**config.mk**
```make
export PLATFORM = sky130hd
export DESIGN_NAME = aabb_overlap_hit_indexer
export DESIGN_NICKNAME = d
export VERILOG_FILES = /design/src/hw/rtl/aoh_pkg.sv /design/src/hw/rtl/aoh_lane.sv /design/src/hw/rtl/aoh_merge.sv /design/src/hw/rtl/aabb_overlap_hit_indexer.sv
export SDC_FILE = /design/constraint.sdc
export NUM_CORES = 1
export LEC_CHECK = 0
export CORE_ASPECT_RATIO = 1.4
export CORE_MARGIN = 10
export CORE_UTILIZATION = 69
export CTS_BUF_LIST = sky130_fd_sc_hd__clkbuf_16
export DETAILED_ROUTE_END_ITERATION = 8
export DONT_BUFFER_PORTS = 1
export GPL_ROUTABILITY_DRIVEN = 0
export HOLD_SLACK_MARGIN = 0.02
export PLACE_DENSITY = 0.92
export SKIP_CTS_REPAIR_TIMING = 1
export SLEW_MARGIN = 20
export SYNTH_ARGS = -nofsm -noshare
export SYNTH_HDL_FRONTEND = slang
export SYNTH_SLANG_ARGS = --single-unit
export TNS_END_PERCENT = 5
```
**constraint.sdc**
```tcl
create_clock -name clk -period 11.4 [get_ports clk]
set_input_delay 1.14 -clock clk [delete_from_list [all_inputs] [get_ports clk]]
set_output_delay 1.14 -clock clk [all_outputs]
set_load 0.02 [all_outputs]
```
**src/hw/rtl/aoh_pkg.sv**
```systemverilog
// ----------------------------------------------------------------------------
// aoh_pkg
// Shared constants, types and a half-float compare helper for the box indexer.
// ----------------------------------------------------------------------------
`default_nettype none
package aoh_pkg;
  localparam int LANES = 4;
  localparam int MAX_BOXES = 65536;
  localparam int IDX_W = $clog2(MAX_BOXES) + 1;
  localparam int HIT_CAP = (MAX_BOXES < 131071) ? MAX_BOXES : 131071;
  localparam int LANE_W = (LANES > 1) ? $clog2(LANES) : 1;

  localparam logic [1:0] CFG_MIN_X = 2'd0;
  localparam logic [1:0] CFG_MIN_Y = 2'd1;
  localparam logic [1:0] CFG_MAX_X = 2'd2;
  localparam logic [1:0] CFG_MAX_Y = 2'd3;

  localparam logic KIND_HIT = 1'b0;
  localparam logic KIND_SUMMARY = 1'b1;

  typedef struct packed {
    logic [15:0] min_x;
    logic [15:0] min_y;
    logic [15:0] max_x;
    logic [15:0] max_y;
  } query_t;

  typedef struct packed {
    logic        kind;
    logic [15:0] box_index;
    logic [16:0] hit_total;
    logic        overflow;
    logic        last;
  } result_t;

  function automatic logic half_lt(input logic [15:0] a, input logic [15:0] b);
    logic        nan_a;
    logic        nan_b;
    logic [16:0] ka;
    logic [16:0] kb;
    nan_a = (a[14:10] == 5'h1f) && (a[9:0] != 10'd0);
    nan_b = (b[14:10] == 5'h1f) && (b[9:0] != 10'd0);
    ka = a[15] ? (17'd0 - {2'b00, a[14:0]}) : {2'b00, a[14:0]};
    kb = b[15] ? (17'd0 - {2'b00, b[14:0]}) : {2'b00, b[14:0]};
    half_lt = !nan_a && !nan_b && ($signed(ka) < $signed(kb));
  endfunction
endpackage
`default_nettype wire

```
**src/hw/rtl/aoh_lane.sv**
```systemverilog
// ----------------------------------------------------------------------------
// aoh_lane
// One box-versus-query overlap test with IEEE ordered half compares.
// ----------------------------------------------------------------------------
`default_nettype none
module aoh_lane import aoh_pkg::*; (
  input  wire query_t      query,
  input  wire logic [15:0] bmin_x,
  input  wire logic [15:0] bmin_y,
  input  wire logic [15:0] bmax_x,
  input  wire logic [15:0] bmax_y,
  output logic             hit
);
  assign hit = half_lt(query.min_x, bmax_x) && half_lt(query.min_y, bmax_y) &&
               half_lt(bmin_x, query.max_x) && half_lt(bmin_y, query.max_y);
endmodule
`default_nettype wire

```
**src/hw/rtl/aoh_merge.sv**
```systemverilog
// ----------------------------------------------------------------------------
// aoh_merge
// Holds one item's lane hits and emits hit indices in lane order, then the
// summary on a last item, through a single output register.
// ----------------------------------------------------------------------------
`default_nettype none
module aoh_merge import aoh_pkg::*; (
  input  wire logic             clk,
  input  wire logic             rst_n,
  input  wire logic             load,
  input  wire logic [LANES-1:0] hits,
  input  wire logic             last_item,
  output logic                  busy,
  output logic                  out_valid,
  input  wire logic             out_ready,
  output result_t               out_data
);
  logic [LANES-1:0] pend_r, pend_nxt;
  logic             sum_r, sum_nxt;
  logic [IDX_W-1:0] item_r, item_nxt, base_r, base_nxt;
  logic [16:0]      hcnt_r, hcnt_nxt;
  logic             ovf_r, ovf_nxt;
  logic             ov_r, ov_nxt;
  result_t          od_r, od_nxt;

  logic             slot_free;
  logic [LANE_W-1:0] sel;
  logic             any;
  logic [LANES-1:0] rest;
  logic [IDX_W-1:0] idx;
  logic [16:0]      hc;

  always_comb begin
    sel = '0;
    any = 1'b0;
    for (int l = LANES - 1; l >= 0; l--) begin
      if (pend_r[l]) begin
        sel = LANE_W'(l);
        any = 1'b1;
      end
    end
  end

  assign slot_free = !ov_r || out_ready;
  assign busy = (pend_r != '0) || sum_r;
  assign out_valid = ov_r;
  assign out_data = od_r;

  always_comb begin
    pend_nxt = pend_r;
    sum_nxt = sum_r;
    item_nxt = item_r;
    base_nxt = base_r;
    hcnt_nxt = hcnt_r;
    ovf_nxt = ovf_r;
    ov_nxt = ov_r && !out_ready;
    od_nxt = od_r;
    rest = pend_r;
    rest[sel] = 1'b0;
    idx = base_r + IDX_W'(sel);
    hc = (hcnt_r < 17'(HIT_CAP)) ? hcnt_r + 17'd1 : hcnt_r;
    if (load) begin
      pend_nxt = hits;
      sum_nxt = last_item;
      base_nxt = item_r * IDX_W'(LANES);
      ovf_nxt = ovf_r || (base_r + IDX_W'(LANES - 1) >= IDX_W'(MAX_BOXES));
      if (item_r * IDX_W'(LANES) < IDX_W'(MAX_BOXES)) begin
        item_nxt = item_r + IDX_W'(1);
      end
    end else if (slot_free && any) begin
      pend_nxt = rest;
      hcnt_nxt = hc;
      ov_nxt = 1'b1;
      od_nxt.kind = KIND_HIT;
      if (idx >= IDX_W'(MAX_BOXES)) begin
        ovf_nxt = 1'b1;
        od_nxt.box_index = 16'(MAX_BOXES - 1);
        od_nxt.overflow = 1'b1;
      end else begin
        od_nxt.box_index = idx[15:0];
        od_nxt.overflow = ovf_r;
      end
      od_nxt.hit_total = hc;
      od_nxt.last = (rest == '0) && !sum_r;
    end else if (slot_free && sum_r) begin
      sum_nxt = 1'b0;
      ov_nxt = 1'b1;
      od_nxt.kind = KIND_SUMMARY;
      od_nxt.box_index = '0;
      od_nxt.hit_total = hcnt_r;
      od_nxt.overflow = ovf_r || (base_r + IDX_W'(LANES - 1) >= IDX_W'(MAX_BOXES));
      od_nxt.last = 1'b1;
      item_nxt = '0;
      base_nxt = '0;
      hcnt_nxt = '0;
      ovf_nxt = 1'b0;
    end
  end

  always_ff @(posedge clk) begin
    if (!rst_n) begin
      pend_r <= '0;
      sum_r <= 1'b0;
      item_r <= '0;
      base_r <= '0;
      hcnt_r <= '0;
      ovf_r <= 1'b0;
      ov_r <= 1'b0;
    end else begin
      pend_r <= pend_nxt;
      sum_r <= sum_nxt;
      item_r <= item_nxt;
      base_r <= base_nxt;
      hcnt_r <= hcnt_nxt;
      ovf_r <= ovf_nxt;
      ov_r <= ov_nxt;
    end
    od_r <= od_nxt;
  end
endmodule
`default_nettype wire

```
**src/hw/rtl/aabb_overlap_hit_indexer.sv**
```systemverilog
// ----------------------------------------------------------------------------
// aabb_overlap_hit_indexer
// Tests four half-float boxes per transaction against a configured query box.
// ----------------------------------------------------------------------------
// Usage:
//   The cfg channel writes the query box (index 0..3: min x, min y, max x,
//   max y); other indexes are ignored. Write only while the block is idle.
//   Each in transaction carries four boxes, one per 16-bit lane. All four
//   lane comparators run in the cycle of acceptance and the hit vector is
//   registered. The merge stage then emits one result per cycle unless the
//   receiver stalls: hit indices in ascending order, then a summary if
//   last_item was set. Results pass from the pending-hit register to the
//   output register. An item's results leave one at a time through the
//   single result register, which sets the rate. The next item is taken
//   once the previous one's results are all in the output register.
//   A stalled receiver holds out_valid and the result; emission pauses.
//   Reset clears the query box, the counters and any pending results.
// ----------------------------------------------------------------------------
`default_nettype none
module aabb_overlap_hit_indexer import aoh_pkg::*; (
  input  wire logic        clk,
  input  wire logic        rst_n,
  input  wire logic        cfg_valid,
  output logic             cfg_ready,
  input  wire logic [1:0]  cfg_index,
  input  wire logic [15:0] cfg_data,
  input  wire logic        in_valid,
  output logic             in_ready,
  input  wire logic [63:0] in_box_min_x,
  input  wire logic [63:0] in_box_min_y,
  input  wire logic [63:0] in_box_max_x,
  input  wire logic [63:0] in_box_max_y,
  input  wire logic        in_last_item,
  output logic             out_valid,
  input  wire logic        out_ready,
  output logic             out_kind,
  output logic [15:0]      out_box_index,
  output logic [16:0]      out_hit_total,
  output logic             out_overflow,
  output logic             out_last
);
  query_t           query_r;
  logic [LANES-1:0] hits;
  logic             busy;
  logic             load_r;
  logic             load;
  result_t          res;

  assign cfg_ready = 1'b1;
  always_ff @(posedge clk) begin
    if (!rst_n) begin
      query_r <= '0;
    end else if (cfg_valid) begin
      case (cfg_index)
        CFG_MIN_X: query_r.min_x <= cfg_data;
        CFG_MIN_Y: query_r.min_y <= cfg_data;
        CFG_MAX_X: query_r.max_x <= cfg_data;
        CFG_MAX_Y: query_r.max_y <= cfg_data;
        default: ;
      endcase
    end
  end

  for (genvar l = 0; l < LANES; l++) begin : g_lane
    logic [15:0] a, b, c, d;
    if (l < 4) begin : g_real
      assign a = in_box_min_x[16*l +: 16];
      assign b = in_box_min_y[16*l +: 16];
      assign c = in_box_max_x[16*l +: 16];
      assign d = in_box_max_y[16*l +: 16];
    end else begin : g_zero
      assign a = '0;
      assign b = '0;
      assign c = '0;
      assign d = '0;
    end
    aoh_lane u_lane (
      .query (query_r),
      .bmin_x(a),
      .bmin_y(b),
      .bmax_x(c),
      .bmax_y(d),
      .hit   (hits[l])
    );
  end

  assign in_ready = !busy && !load_r;
  assign load = in_valid && in_ready;

  always_ff @(posedge clk) begin
    if (!rst_n) begin
      load_r <= 1'b0;
    end else begin
      load_r <= load;
    end
  end

  aoh_merge u_merge (
    .clk      (clk),
    .rst_n    (rst_n),
    .load     (load),
    .hits     (hits),
    .last_item(in_last_item),
    .busy     (busy),
    .out_valid(out_valid),
    .out_ready(out_ready),
    .out_data (res)
  );

  assign out_kind = res.kind;
  assign out_box_index = res.box_index;
  assign out_hit_total = res.hit_total;
  assign out_overflow = res.overflow;
  assign out_last = res.last;

`ifndef SYNTHESIS
  a_no_load_busy: assert property (@(posedge clk) disable iff (!rst_n)
    load |-> !busy) else $error("item accepted while results pending");
  a_summary_last: assert property (@(posedge clk) disable iff (!rst_n)
    out_valid && out_kind == KIND_SUMMARY |-> out_last)
    else $error("summary without last");
  a_hit_total_nz: assert property (@(posedge clk) disable iff (!rst_n)
    out_valid && out_kind == KIND_HIT |-> out_hit_total != 17'd0)
    else $error("hit with zero count");
`endif
endmodule
`default_nettype wire
```
==> results of run 1 <==
==> kinds of logic after synthesis <==
group	Yosys count	share of synthesized area (%)
AND/OR/NAND/NOR	818	22.92
other	1	0.02188
multiplexers	16	0.9415
adder cells (fa/ha/maj)	254	18.43
XOR/XNOR	284	14.51
AO/OA/AOI/OAI	537	20.28
flip-flops	155	20.20
buffers and inverters	122	2.693
==> layout make-up <==
type / count / area share, %
antenna: 1 / 0.01393
clock buffer: 17 / 2.368
clock inverter: 15 / 1.121
inverter: 61 / 1.275
multi-input combinational: 1910 / 73.58
sequential: 155 / 19.28
tap: 315 / 2.194
timing repair buffer: 4 / 0.1672
==> per-layer routing <==
metal / vias to the layer above / part of all wire (%)
li1: 7956 / -
met1: 7951 / 34
met2: 915 / 49
met3: 222 / 11
met4: 2 / 5.8
met5: - / 0.013
==> power breakdown <==
part | total [mW] | internal (mW) | switching [mW]
clock network | 0.573 | 0.301 | 0.273
registers | 0.610 | 0.581 | 0.0286
logic | 0.477 | 0.208 | 0.269
total | 1.66 | 1.09 | 0.570
==> path summary, 6_finish.rpt <==
path / to / slack [ns]
hold reg to reg: u_merge.ovf_r / 0.46
hold / removal: u_merge.ovf_r / 0.46
setup / recovery: u_merge.pend_r[0] / 6.87
setup reg to reg: u_merge.pend_r[2] / 7.03
==> cell usage after synthesis, drive strengths merged (5+ instances only) <==
cell | instances | area (µm²)
a2111oi | 9 | 85.08
a211o | 6 | 52.55
a211oi | 16 | 120.1
a21o | 20 | 150.1
a21oi | 134 | 670.6
a22o | 14 | 122.6
a311oi | 6 | 52.55
a31oi | 17 | 106.4
a41oi | 5 | 43.79
and2 | 12 | 75.08
and3 | 28 | 175.2
and4 | 6 | 52.55
buf | 5 | 22.52
clkbuf | 56 | 210.2
dfxtp | 119 | 2382
edfxtp | 36 | 1081
ha | 246 | 3078
inv | 61 | 229.0
maj3 | 8 | 81.33
mux2i | 15 | 150.1
nand2 | 323 | 1212
nand2b | 28 | 175.2
nand3 | 52 | 260.3
nand3b | 6 | 45.04
nand4 | 40 | 250.2
nor2 | 147 | 551.8
nor2b | 18 | 112.6
nor3 | 44 | 220.2
nor4 | 19 | 118.9
o2111ai | 11 | 96.34
o211ai | 11 | 82.58
o21a | 17 | 127.6
o21ai | 143 | 715.7
o22ai | 5 | 31.28
o31a | 9 | 78.83
o31ai | 66 | 495.5
o41ai | 30 | 281.5
or2 | 15 | 93.84
or3 | 40 | 250.2
or4 | 21 | 161.4
xnor2 | 173 | 1515
xor2 | 111 | 972.2
==> registers in the layout (all words and copies together) (netlist names) <==
name	cells
load_r	1
query_r	64
u_merge.base_r	15
u_merge.hcnt_r	17
u_merge.item_r	15
u_merge.out_data	36
u_merge.out_valid	1
u_merge.ovf_r	1
u_merge.pend_r	4
u_merge.sum_r	1
==> critical path, delay by kind of cell <==
family | cells | cell delay [ns]
AOI/OAI and AO/OA | 5 | 1.33
xor gates and xnor gates | 1 | 0.19
adders and majority gates | 2 | 0.44
buffers and inverters | 1 | 0.04
and+or+nand+nor | 6 | 1.74
==> per-stage QoR <==
step                util [%]  hold WS, ns  std cells  power, mW
CTS                    73.05       0.4618       2477      1.656
floorplan                  -       0.4272       2187     0.9888
detailed placement     70.50       0.4510       2445      1.089
global placement       70.50       0.4418       2445      1.061
global route           73.05       0.4823       2477      1.750
finish                 73.06       0.4588       2478      1.661
==> layout by cell type (no fill, tap or decap), types with 9 or more instances in the layout <==
master | netlist | final
nor2b_1 | 18 | 18
nand3_1 | 52 | 52
nor3_1 | 44 | 44
xor2_1 | 111 | 111
nand2_1 | 323 | 323
o21a_1 | 17 | 17
dfxtp_1 | 119 | 119
o31a_1 | 9 | 9
and3_1 | 28 | 28
o41ai_1 | 29 | 29
or2_2 | 15 | 15
a21oi_1 | 134 | 134
xnor2_1 | 173 | 173
ha_1 | 246 | 246
o2111ai_1 | 11 | 11
nor4_1 | 19 | 19
mux2i_1 | 15 | 15
nand2b_1 | 28 | 28
a211oi_1 | 16 | 16
inv_1 | 61 | 60
and2_1 | 11 | 11
a22o_1 | 14 | 14
or4_1 | 20 | 20
o31ai_1 | 66 | 66
nand4_1 | 40 | 40
o211ai_1 | 11 | 11
clkbuf_16 | 0 | 17
a31oi_1 | 17 | 17
or3_1 | 40 | 40
o21ai_0 | 143 | 143
edfxtp_1 | 36 | 36
nor2_1 | 147 | 147
a21o_1 | 20 | 20
==> results.json, run 1 <==
{
  "routed_wl_um": 53430,
  "path_max_fanout": 4,
  "fin_area_um2": 17960,
  "avgSynthCellArea_um2": 7.838,
  "dieWidth_um": 153.2,
  "ir_drop_mv": 0.1037,
  "areaGrowthSynthToFinish_pct": 4.788,
  "max_slew_margin_pct": 25.97,
  "antenna_found_initial": 1,
  "crit_path_start": "in_box_max_x[0]",
  "worstPathCellList": "inv_1 -> ha_1 -> or4b_2 -> or2_2 -> or3_1 -> o21ai_0 -> xor2_1 -> ha_1 -> a211o_1 -> a2111oi_0 -> and3_1 -> nand4_1 -> nor3_1 -> a41oi_1 -> a211oi_1",
  "yosysWarnings": 0,
  "slowest_delay_ns": 0.60,
  "initial_core_util_pct": 69.72,
  "vias": 17050,
  "ys_types": 71,
  "gr-usage-all-layers_pct": 31.66,
  "root_buffer": "clkbuf_16",
  "grt_overflow": 0,
  "synth_edf_count": 36,
  "cts-htree-levels": 4,
  "grt_setup_unrepaired": "false",
  "drc": 0,
  "status": "finished, final reports clean",
  "fillCellCount": 1841,
  "rr_startpoint": "query_r[50]",
  "cp.arrival_ns": 4.86,
  "die_h_um": 206.5,
  "hp-start": "u_merge.ovf_r",
  "clkTransAtPathRegs_ns": 0.07,
  "grt_pass1_vias": 16820,
  "drive_above_1_share_pct": 3.053,
  "crit_type": "primary input to register",
  "seqCellArea_um2": 3463,
  "grt-busiest-layer": "met2",
  "fin_crit_sh_pct": 39.73,
  "worstHoldPathType": "register to register",
  "clock_latency_ns": 0.43,
  "p_per_area_nw_per_um2": 92.44,
  "core_um2": 24590,
  "yosys_most_used_dff": "dfxtp_1",
  "io_pins": 319,
  "drt_iter0_drc": 1358,
  "yosysSeqAreaShare_pct": 20.20,
  "crit_slowest_cell": "or4b_2",
  "dr.pass1.iters": 9,
  "cts_tree": "built",
  "cp-start-kind": "primary input",
  "cts_buffers": 17,
  "grt_use_met3_pct": 9.473,
  "synthCells": 2187,
  "clock_sinks": 155,
  "dieArea_um2": 31640,
  "wl_per_cell_um": 21.56,
  "hold_depth": 2,
  "place_ws_ns": 6.433,
  "rows": 68,
  "synth-async-reset-ratio_pct": 0,
  "io_buffers": 0,
  "min_period_ns": 4.529,
  "crit_top_cell": "ha_1",
  "met2_usage_pct": 56.39,
  "syn_area_um2": 17140,
  "clockBufferDepth": 2,
  "grt_start_max_net_pins": 86,
  "multiInputGateArea_um2": 13220,
  "clock_skew_ns": 0.009485,
  "hold_viol": 0,
  "finalSetupViolCount": 0,
  "dp_hpwl_um": 42850,
  "worst_setup_path_end_kind": "register",
  "fin_ws_ns": 6.871,
  "worstRegToRegCells": 16,
  "yosys_register_bits": 155,
  "slew_violations": 0,
  "setup-tns-final_ns": 0,
  "placed_area_um2": 17330,
  "worstMarginPinSlew_ns": 1.106,
  "max_freq_mhz": 220.8,
  "cellLeakagePower_nw": 7.083,
  "grt_pass1_wl_um": 83090,
  "grt_use_met1_pct": 32.43,
  "nets": 2675,
  "max-cap-violations": 0,
  "worstPathRequired_ns": 11.73,
  "syn_nets": 2713,
  "ant_nets": 0,
  "vias_per_cell": 6.879
}
Note: power is estimated with default switching activity, not from simulation.
==> run 2: changes to the inputs <==
--- a/config.mk
+++ b/config.mk
@@ -7,13 +7,13 @@
 export LEC_CHECK = 0
 export CORE_ASPECT_RATIO = 1.4
 export CORE_MARGIN = 10
-export CORE_UTILIZATION = 69
+export CORE_UTILIZATION = 60
 export CTS_BUF_LIST = sky130_fd_sc_hd__clkbuf_16
 export DETAILED_ROUTE_END_ITERATION = 8
 export DONT_BUFFER_PORTS = 1
 export GPL_ROUTABILITY_DRIVEN = 0
 export HOLD_SLACK_MARGIN = 0.02
-export PLACE_DENSITY = 0.92
+export PLACE_DENSITY = 0.86
 export SKIP_CTS_REPAIR_TIMING = 1
 export SLEW_MARGIN = 20
 export SYNTH_ARGS = -nofsm -noshare
==> constraint.sdc (replaced) <==
create_clock -name clk -period 3.8 [get_ports clk]
set_input_delay 0.38 -clock clk [delete_from_list [all_inputs] [get_ports clk]]
set_output_delay 0.38 -clock clk [all_outputs]
set_load 0.02 [all_outputs]
==> results.json, run 2 (synthesis gave the netlist of run 1 again) <==
{
  "cp_top_family": "simple AND/OR/NAND/NOR gates",
  "crit_slowest_cell": "or3_4",
  "max_freq_mhz": 255.6,
  "dieArea_um2": 35830,
  "cts_tree": "built",
  "initial_core_util_pct": 60.54,
  "core_um2": 28310,
  "antenna_found_initial": 1,
  "p_per_area_nw_per_um2": 264.6,
  "path_max_fanout": 4,
  "dr.pass1.iters": 6,
  "io_pins": 319,
  "max-cap-violations": 0,
  "rows": 73,
  "die_h_um": 220,
  "layout_common_cells": "323 x nand2_1, 244 x ha_1, 172 x xnor2_1",
  "max_slew_margin_pct": 25.65,
  "root_buffer": "clkbuf_16",
  "path_buf_inv": 0,
  "dieWidth_um": 162.9,
  "min_period_ns": 3.912,
  "finalPower_mw": 4.939,
  "worst_setup_path_end_kind": "register",
  "grt_overflow": 0,
  "place_ws_ns": -0.4210,
  "cp-start-kind": "register",
  "fillCellCount": 2369,
  "fin_crit_sh_pct": 103.0,
  "final_common_cell": "nand2_1",
  "diodes": 0,
  "nets": 2741,
  "clock_latency_ns": 0.42,
  "crit_top_cell": "nand3_1",
  "slew_violations": 0,
  "cts-htree-levels": 4,
  "worstPathRequired_ns": 4.17,
  "status": "complete, but fails checks",
  "clockBufferDepth": 2,
  "drt_iter0_drc": 1274,
  "worstMarginPinSlew_ns": 1.111,
  "clkTransAtPathRegs_ns": 0.07,
  "violations": "negative setup slack",
  "io_buffers": 0,
  "clock_skew_ns": 0.01315,
  "drc": 0,
  "grt_pass1_vias": 16860,
  "crit_type": "register to register",
  "grt_pass1_wl_um": 83210,
  "worstHoldPathType": "primary input to register",
  "worstPathCellList": "nor4_4 -> and2_4 -> nand3_1 -> or3_1 -> or3_4 -> o31ai_4 -> xnor2_2 -> ha_2 -> a211oi_2 -> mux2i_2 -> nor3_1 -> nand3_1 -> a31oi_4 -> and3_4 -> o2111ai_4 -> a21oi_2",
  "ant_nets": 0,
  "cts_buffers": 17,
  "routed_wl_um": 54100,
  "finalSetupViolCount": 2,
  "cp.arrival_ns": 4.28,
  "grt_start_max_net_pins": 86,
  "slowest_delay_ns": 0.37,
  "top_register": "query_r",
  "clock_sinks": 155,
  "fin_ws_ns": -0.1121,
  "ir_drop_mv": 0.3064,
  "vias": 16940,
  "holdWs_ns": 0.08620,
  "largest_reg_flops": 64,
  "grt_setup_unrepaired": "true",
  "hold_viol": 0,
  "cellLeakagePower_nw": 7.413,
  "vias_per_cell": 6.507,
  "wl_per_cell_um": 20.78,
  "areaGrowthSynthToFinish_pct": 8.868,
  "setup-tns-final_ns": -0.1408,
  "dp_hpwl_um": 44640,
  "gr-usage-all-layers_pct": 28.47,
  "drive_above_1_share_pct": 7.181
}
[run 2: cell types whose count changed in the layout (fill, tap and decap cells not counted), moves of 3 or more]
cell       before  now
inv_8           4    1
nor3_1         44   41
clkinv_8        7    2
nor3_2          0    3
inv_6           0    4
buf_4           4   70
a2111oi_0       8    3
[run 2: metal layers]
metal / GRT usage, % / vias to the layer above / share of wire [%]
li1: - / 8078 / -
met1: 28.10 / 7917 / 35
met2: 50.57 / 718 / 50
met3: 9.038 / 224 / 9.8
met4: 18.01 / 2 / 6.1
met5: 0 / - / 0.013
[run 2: where the power goes]
| group | total [mW] | leakage, nW | switching (mW) | internal, mW |
|---|---|---|---|---|
| Clock | 1.59 | 0.270 | 0.736 | 0.857 |
| Sequential | 1.83 | 1.32 | 0.0832 | 1.74 |
| Combinational | 1.52 | 5.83 | 0.838 | 0.680 |
| Total | 4.94 | 7.41 | 1.66 | 3.28 |
[run 2: cell type report]
cell class,count,area (µm²),area share (%)
clock buffer,17,425.4,2.279
timing repair buffer,70,525.5,2.816
tap,375,469.2,2.514
multi-input combinational,1910,13410,71.87
clock inverter,15,136.4,0.7308
sequential,155,3465,18.56
inverter,61,229.0,1.227
[run 2: per-stage QoR]
step                utilization [%]  instances  cell area (µm²)
detailed placement            63.20       2569            17900
global route                  65.91       2603            18660
CTS                           65.19       2601            18460
global placement              63.20       2569            17900
finish                        65.91       2603            18660
floorplan                         -       2187            17150
[run 2: final timing paths]
path                                     from                 to  slack [ns]  cells past startpoint
worst max-delay path              query_r[53]  u_merge.pend_r[2]       -0.11                     16
worst min-delay path              cfg_data[2]        query_r[50]        0.09                      2
worst min register to register  u_merge.ovf_r      u_merge.ovf_r        0.45                      2
worst max register to register    query_r[53]  u_merge.pend_r[2]       -0.11                     16
==> run 3: changes to the inputs <==
--- a/config.mk
+++ b/config.mk
@@ -5,9 +5,11 @@
 export SDC_FILE = /design/constraint.sdc
 export NUM_CORES = 1
 export LEC_CHECK = 0
+export CELL_PAD_IN_SITES_DETAIL_PLACEMENT = 0
+export CELL_PAD_IN_SITES_GLOBAL_PLACEMENT = 1
 export CORE_ASPECT_RATIO = 1.4
 export CORE_MARGIN = 10
-export CORE_UTILIZATION = 60
+export CORE_UTILIZATION = 44
 export CTS_BUF_LIST = sky130_fd_sc_hd__clkbuf_16
 export DETAILED_ROUTE_END_ITERATION = 8
 export DONT_BUFFER_PORTS = 1
==> results.json, run 3 (synthesis gave the netlist of run 1 again) <==
{
  "largest_reg_flops": 64,
  "dieWidth_um": 186.8,
  "drc": 0,
  "setup-tns-final_ns": -0.2155,
  "holdWs_ns": 0.08788,
  "max-cap-violations": 0,
  "place_inst": 2726,
  "ir_drop_mv": 0.2575,
  "ant_nets": 0,
  "dp_hpwl_um": 47190,
  "fin_area_um2": 19020,
  "status": "complete, but fails checks",
  "initial_core_util_pct": 44.53,
  "cp.arrival_ns": 4.27,
  "p_per_area_nw_per_um2": 267.8,
  "max_slew_margin_pct": 29.52,
  "dr.pass1.iters": 5,
  "fin_ws_ns": -0.1176,
  "fillCellCount": 3734,
  "worstPathCellList": "nor4_4 -> and2_4 -> nand3_2 -> or3_1 -> or3_4 -> o31ai_4 -> xnor2_2 -> buf_4 -> ha_4 -> a211oi_2 -> mux2i_2 -> nor3_2 -> nand3_1 -> a31oi_1 -> and3_1 -> o2111ai_2 -> a21oi_1",
  "cp_top_family": "simple AND/OR/NAND/NOR gates",
  "path_buf_inv": 1,
  "io_buffers": 0,
  "cp-start-kind": "register",
  "slowest_delay_ns": 0.41,
  "grt_start_max_net_pins": 54,
  "top_register": "query_r",
  "drt_iter0_drc": 1106,
  "clkTransAtPathRegs_ns": 0.07,
  "max_freq_mhz": 255.3,
  "rows": 85,
  "vias": 16480,
  "layout.cells.non_filler": 2768,
  "fin_crit_sh_pct": 103.1,
  "worstPathRequired_ns": 4.15,
  "seqCellArea_um2": 3467,
  "violations": "negative setup slack",
  "crit_type": "register to register",
  "routed_wl_um": 56870,
  "drive_above_1_share_pct": 7.799,
  "placed_area_um2": 18150,
  "layout_common_cells": "322 x nand2_1, 244 x ha_1, 171 x xnor2_1",
  "multiInputGateArea_um2": 13420,
  "dieArea_um2": 47370,
  "grt_pass1_wl_um": 86490,
  "path_max_fanout": 4,
  "clockBufferDepth": 2,
  "final_common_cell": "nand2_1",
  "clock_skew_ns": 0.009591,
  "clock_latency_ns": 0.43,
  "slew_violations": 0,
  "worstMarginPinSlew_ns": 1.055,
  "grt_setup_unrepaired": "true",
  "finalPower_mw": 5.093,
  "crit_slowest_cell": "or3_4",
  "finalSetupViolCount": 2,
  "nets": 2757,
  "root_buffer": "clkbuf_16",
  "antenna_found_initial": 3,
  "grt_overflow": 0,
  "min_period_ns": 3.918,
  "die_h_um": 253.6,
  "gr-usage-all-layers_pct": 22.64,
  "cts-htree-levels": 4,
  "clock_sinks": 155,
  "io_pins": 319,
  "vias_per_cell": 5.955,
  "areaGrowthSynthToFinish_pct": 10.93,
  "cellLeakagePower_nw": 7.534,
  "grt_pass1_vias": 15910,
  "cts_buffers": 17,
  "core_um2": 38500,
  "worst_setup_path_end_kind": "register",
  "hold_viol": 0,
  "wl_per_cell_um": 20.55,
  "worstHoldPathType": "primary input to register",
  "cts_tree": "built"
}
run 3: cell types whose count changed in the layout (fill, tap and decap cells not counted), sizes merged:
cell	delta
bufinv	+2
clkinv	-4
diode	+2
inv	+4
buf	+16
clkinvlp	-2
run 3: report_power, final:
group / internal [mW] / switching, mW
registers: 1.74 / 0.0810
logic: 0.696 / 0.838
clock network: 0.995 / 0.739
run 3: path summary, 6_finish.rpt:
path / from / endpoint / slack, ns / depth (start not counted)
worst min register to register: u_merge.ovf_r / u_merge.ovf_r / 0.45 / 2
worst max register to register: query_r[53] / u_merge.pend_r[2] / -0.12 / 17
worst min-delay path: cfg_data[5] / query_r[21] / 0.09 / 2
worst max-delay path: query_r[53] / u_merge.pend_r[2] / -0.12 / 17
run 3: metrics by stage:
step	util, %	worst slack, ns
global route	49.39	-0.2564
floorplan	-	0.01249
finish	49.40	-0.1176
CTS	48.72	-0.1909
detailed placement	47.16	-0.4289
global placement	47.16	-0.2469
run 3: final cells by class:
| type | count | area share [%] |
|---|---|---|
| Clock buffer | 17 | 2.237 |
| Clock inverter | 15 | 0.9277 |
| Antenna cell | 2 | 0.02632 |
| Sequential cell | 155 | 18.23 |
| Tap cell | 522 | 3.434 |
| Multi-Input combinational cell | 1910 | 70.54 |
| Inverter | 61 | 1.204 |
| Timing Repair Buffer | 86 | 3.395 |
run 3: routing by layer:
metal / part of all wire [%] / track usage, % / up-vias / wire [µm]
li1: - / - / 8114 / -
met1: 37 / 23.89 / 7757 / 21280
met2: 50 / 41.16 / 513 / 28670
met3: 8.8 / 7.380 / 98 / 4983
met4: 3.4 / 8.405 / 2 / 1915
met5: 0.023 / 0 / - / 13
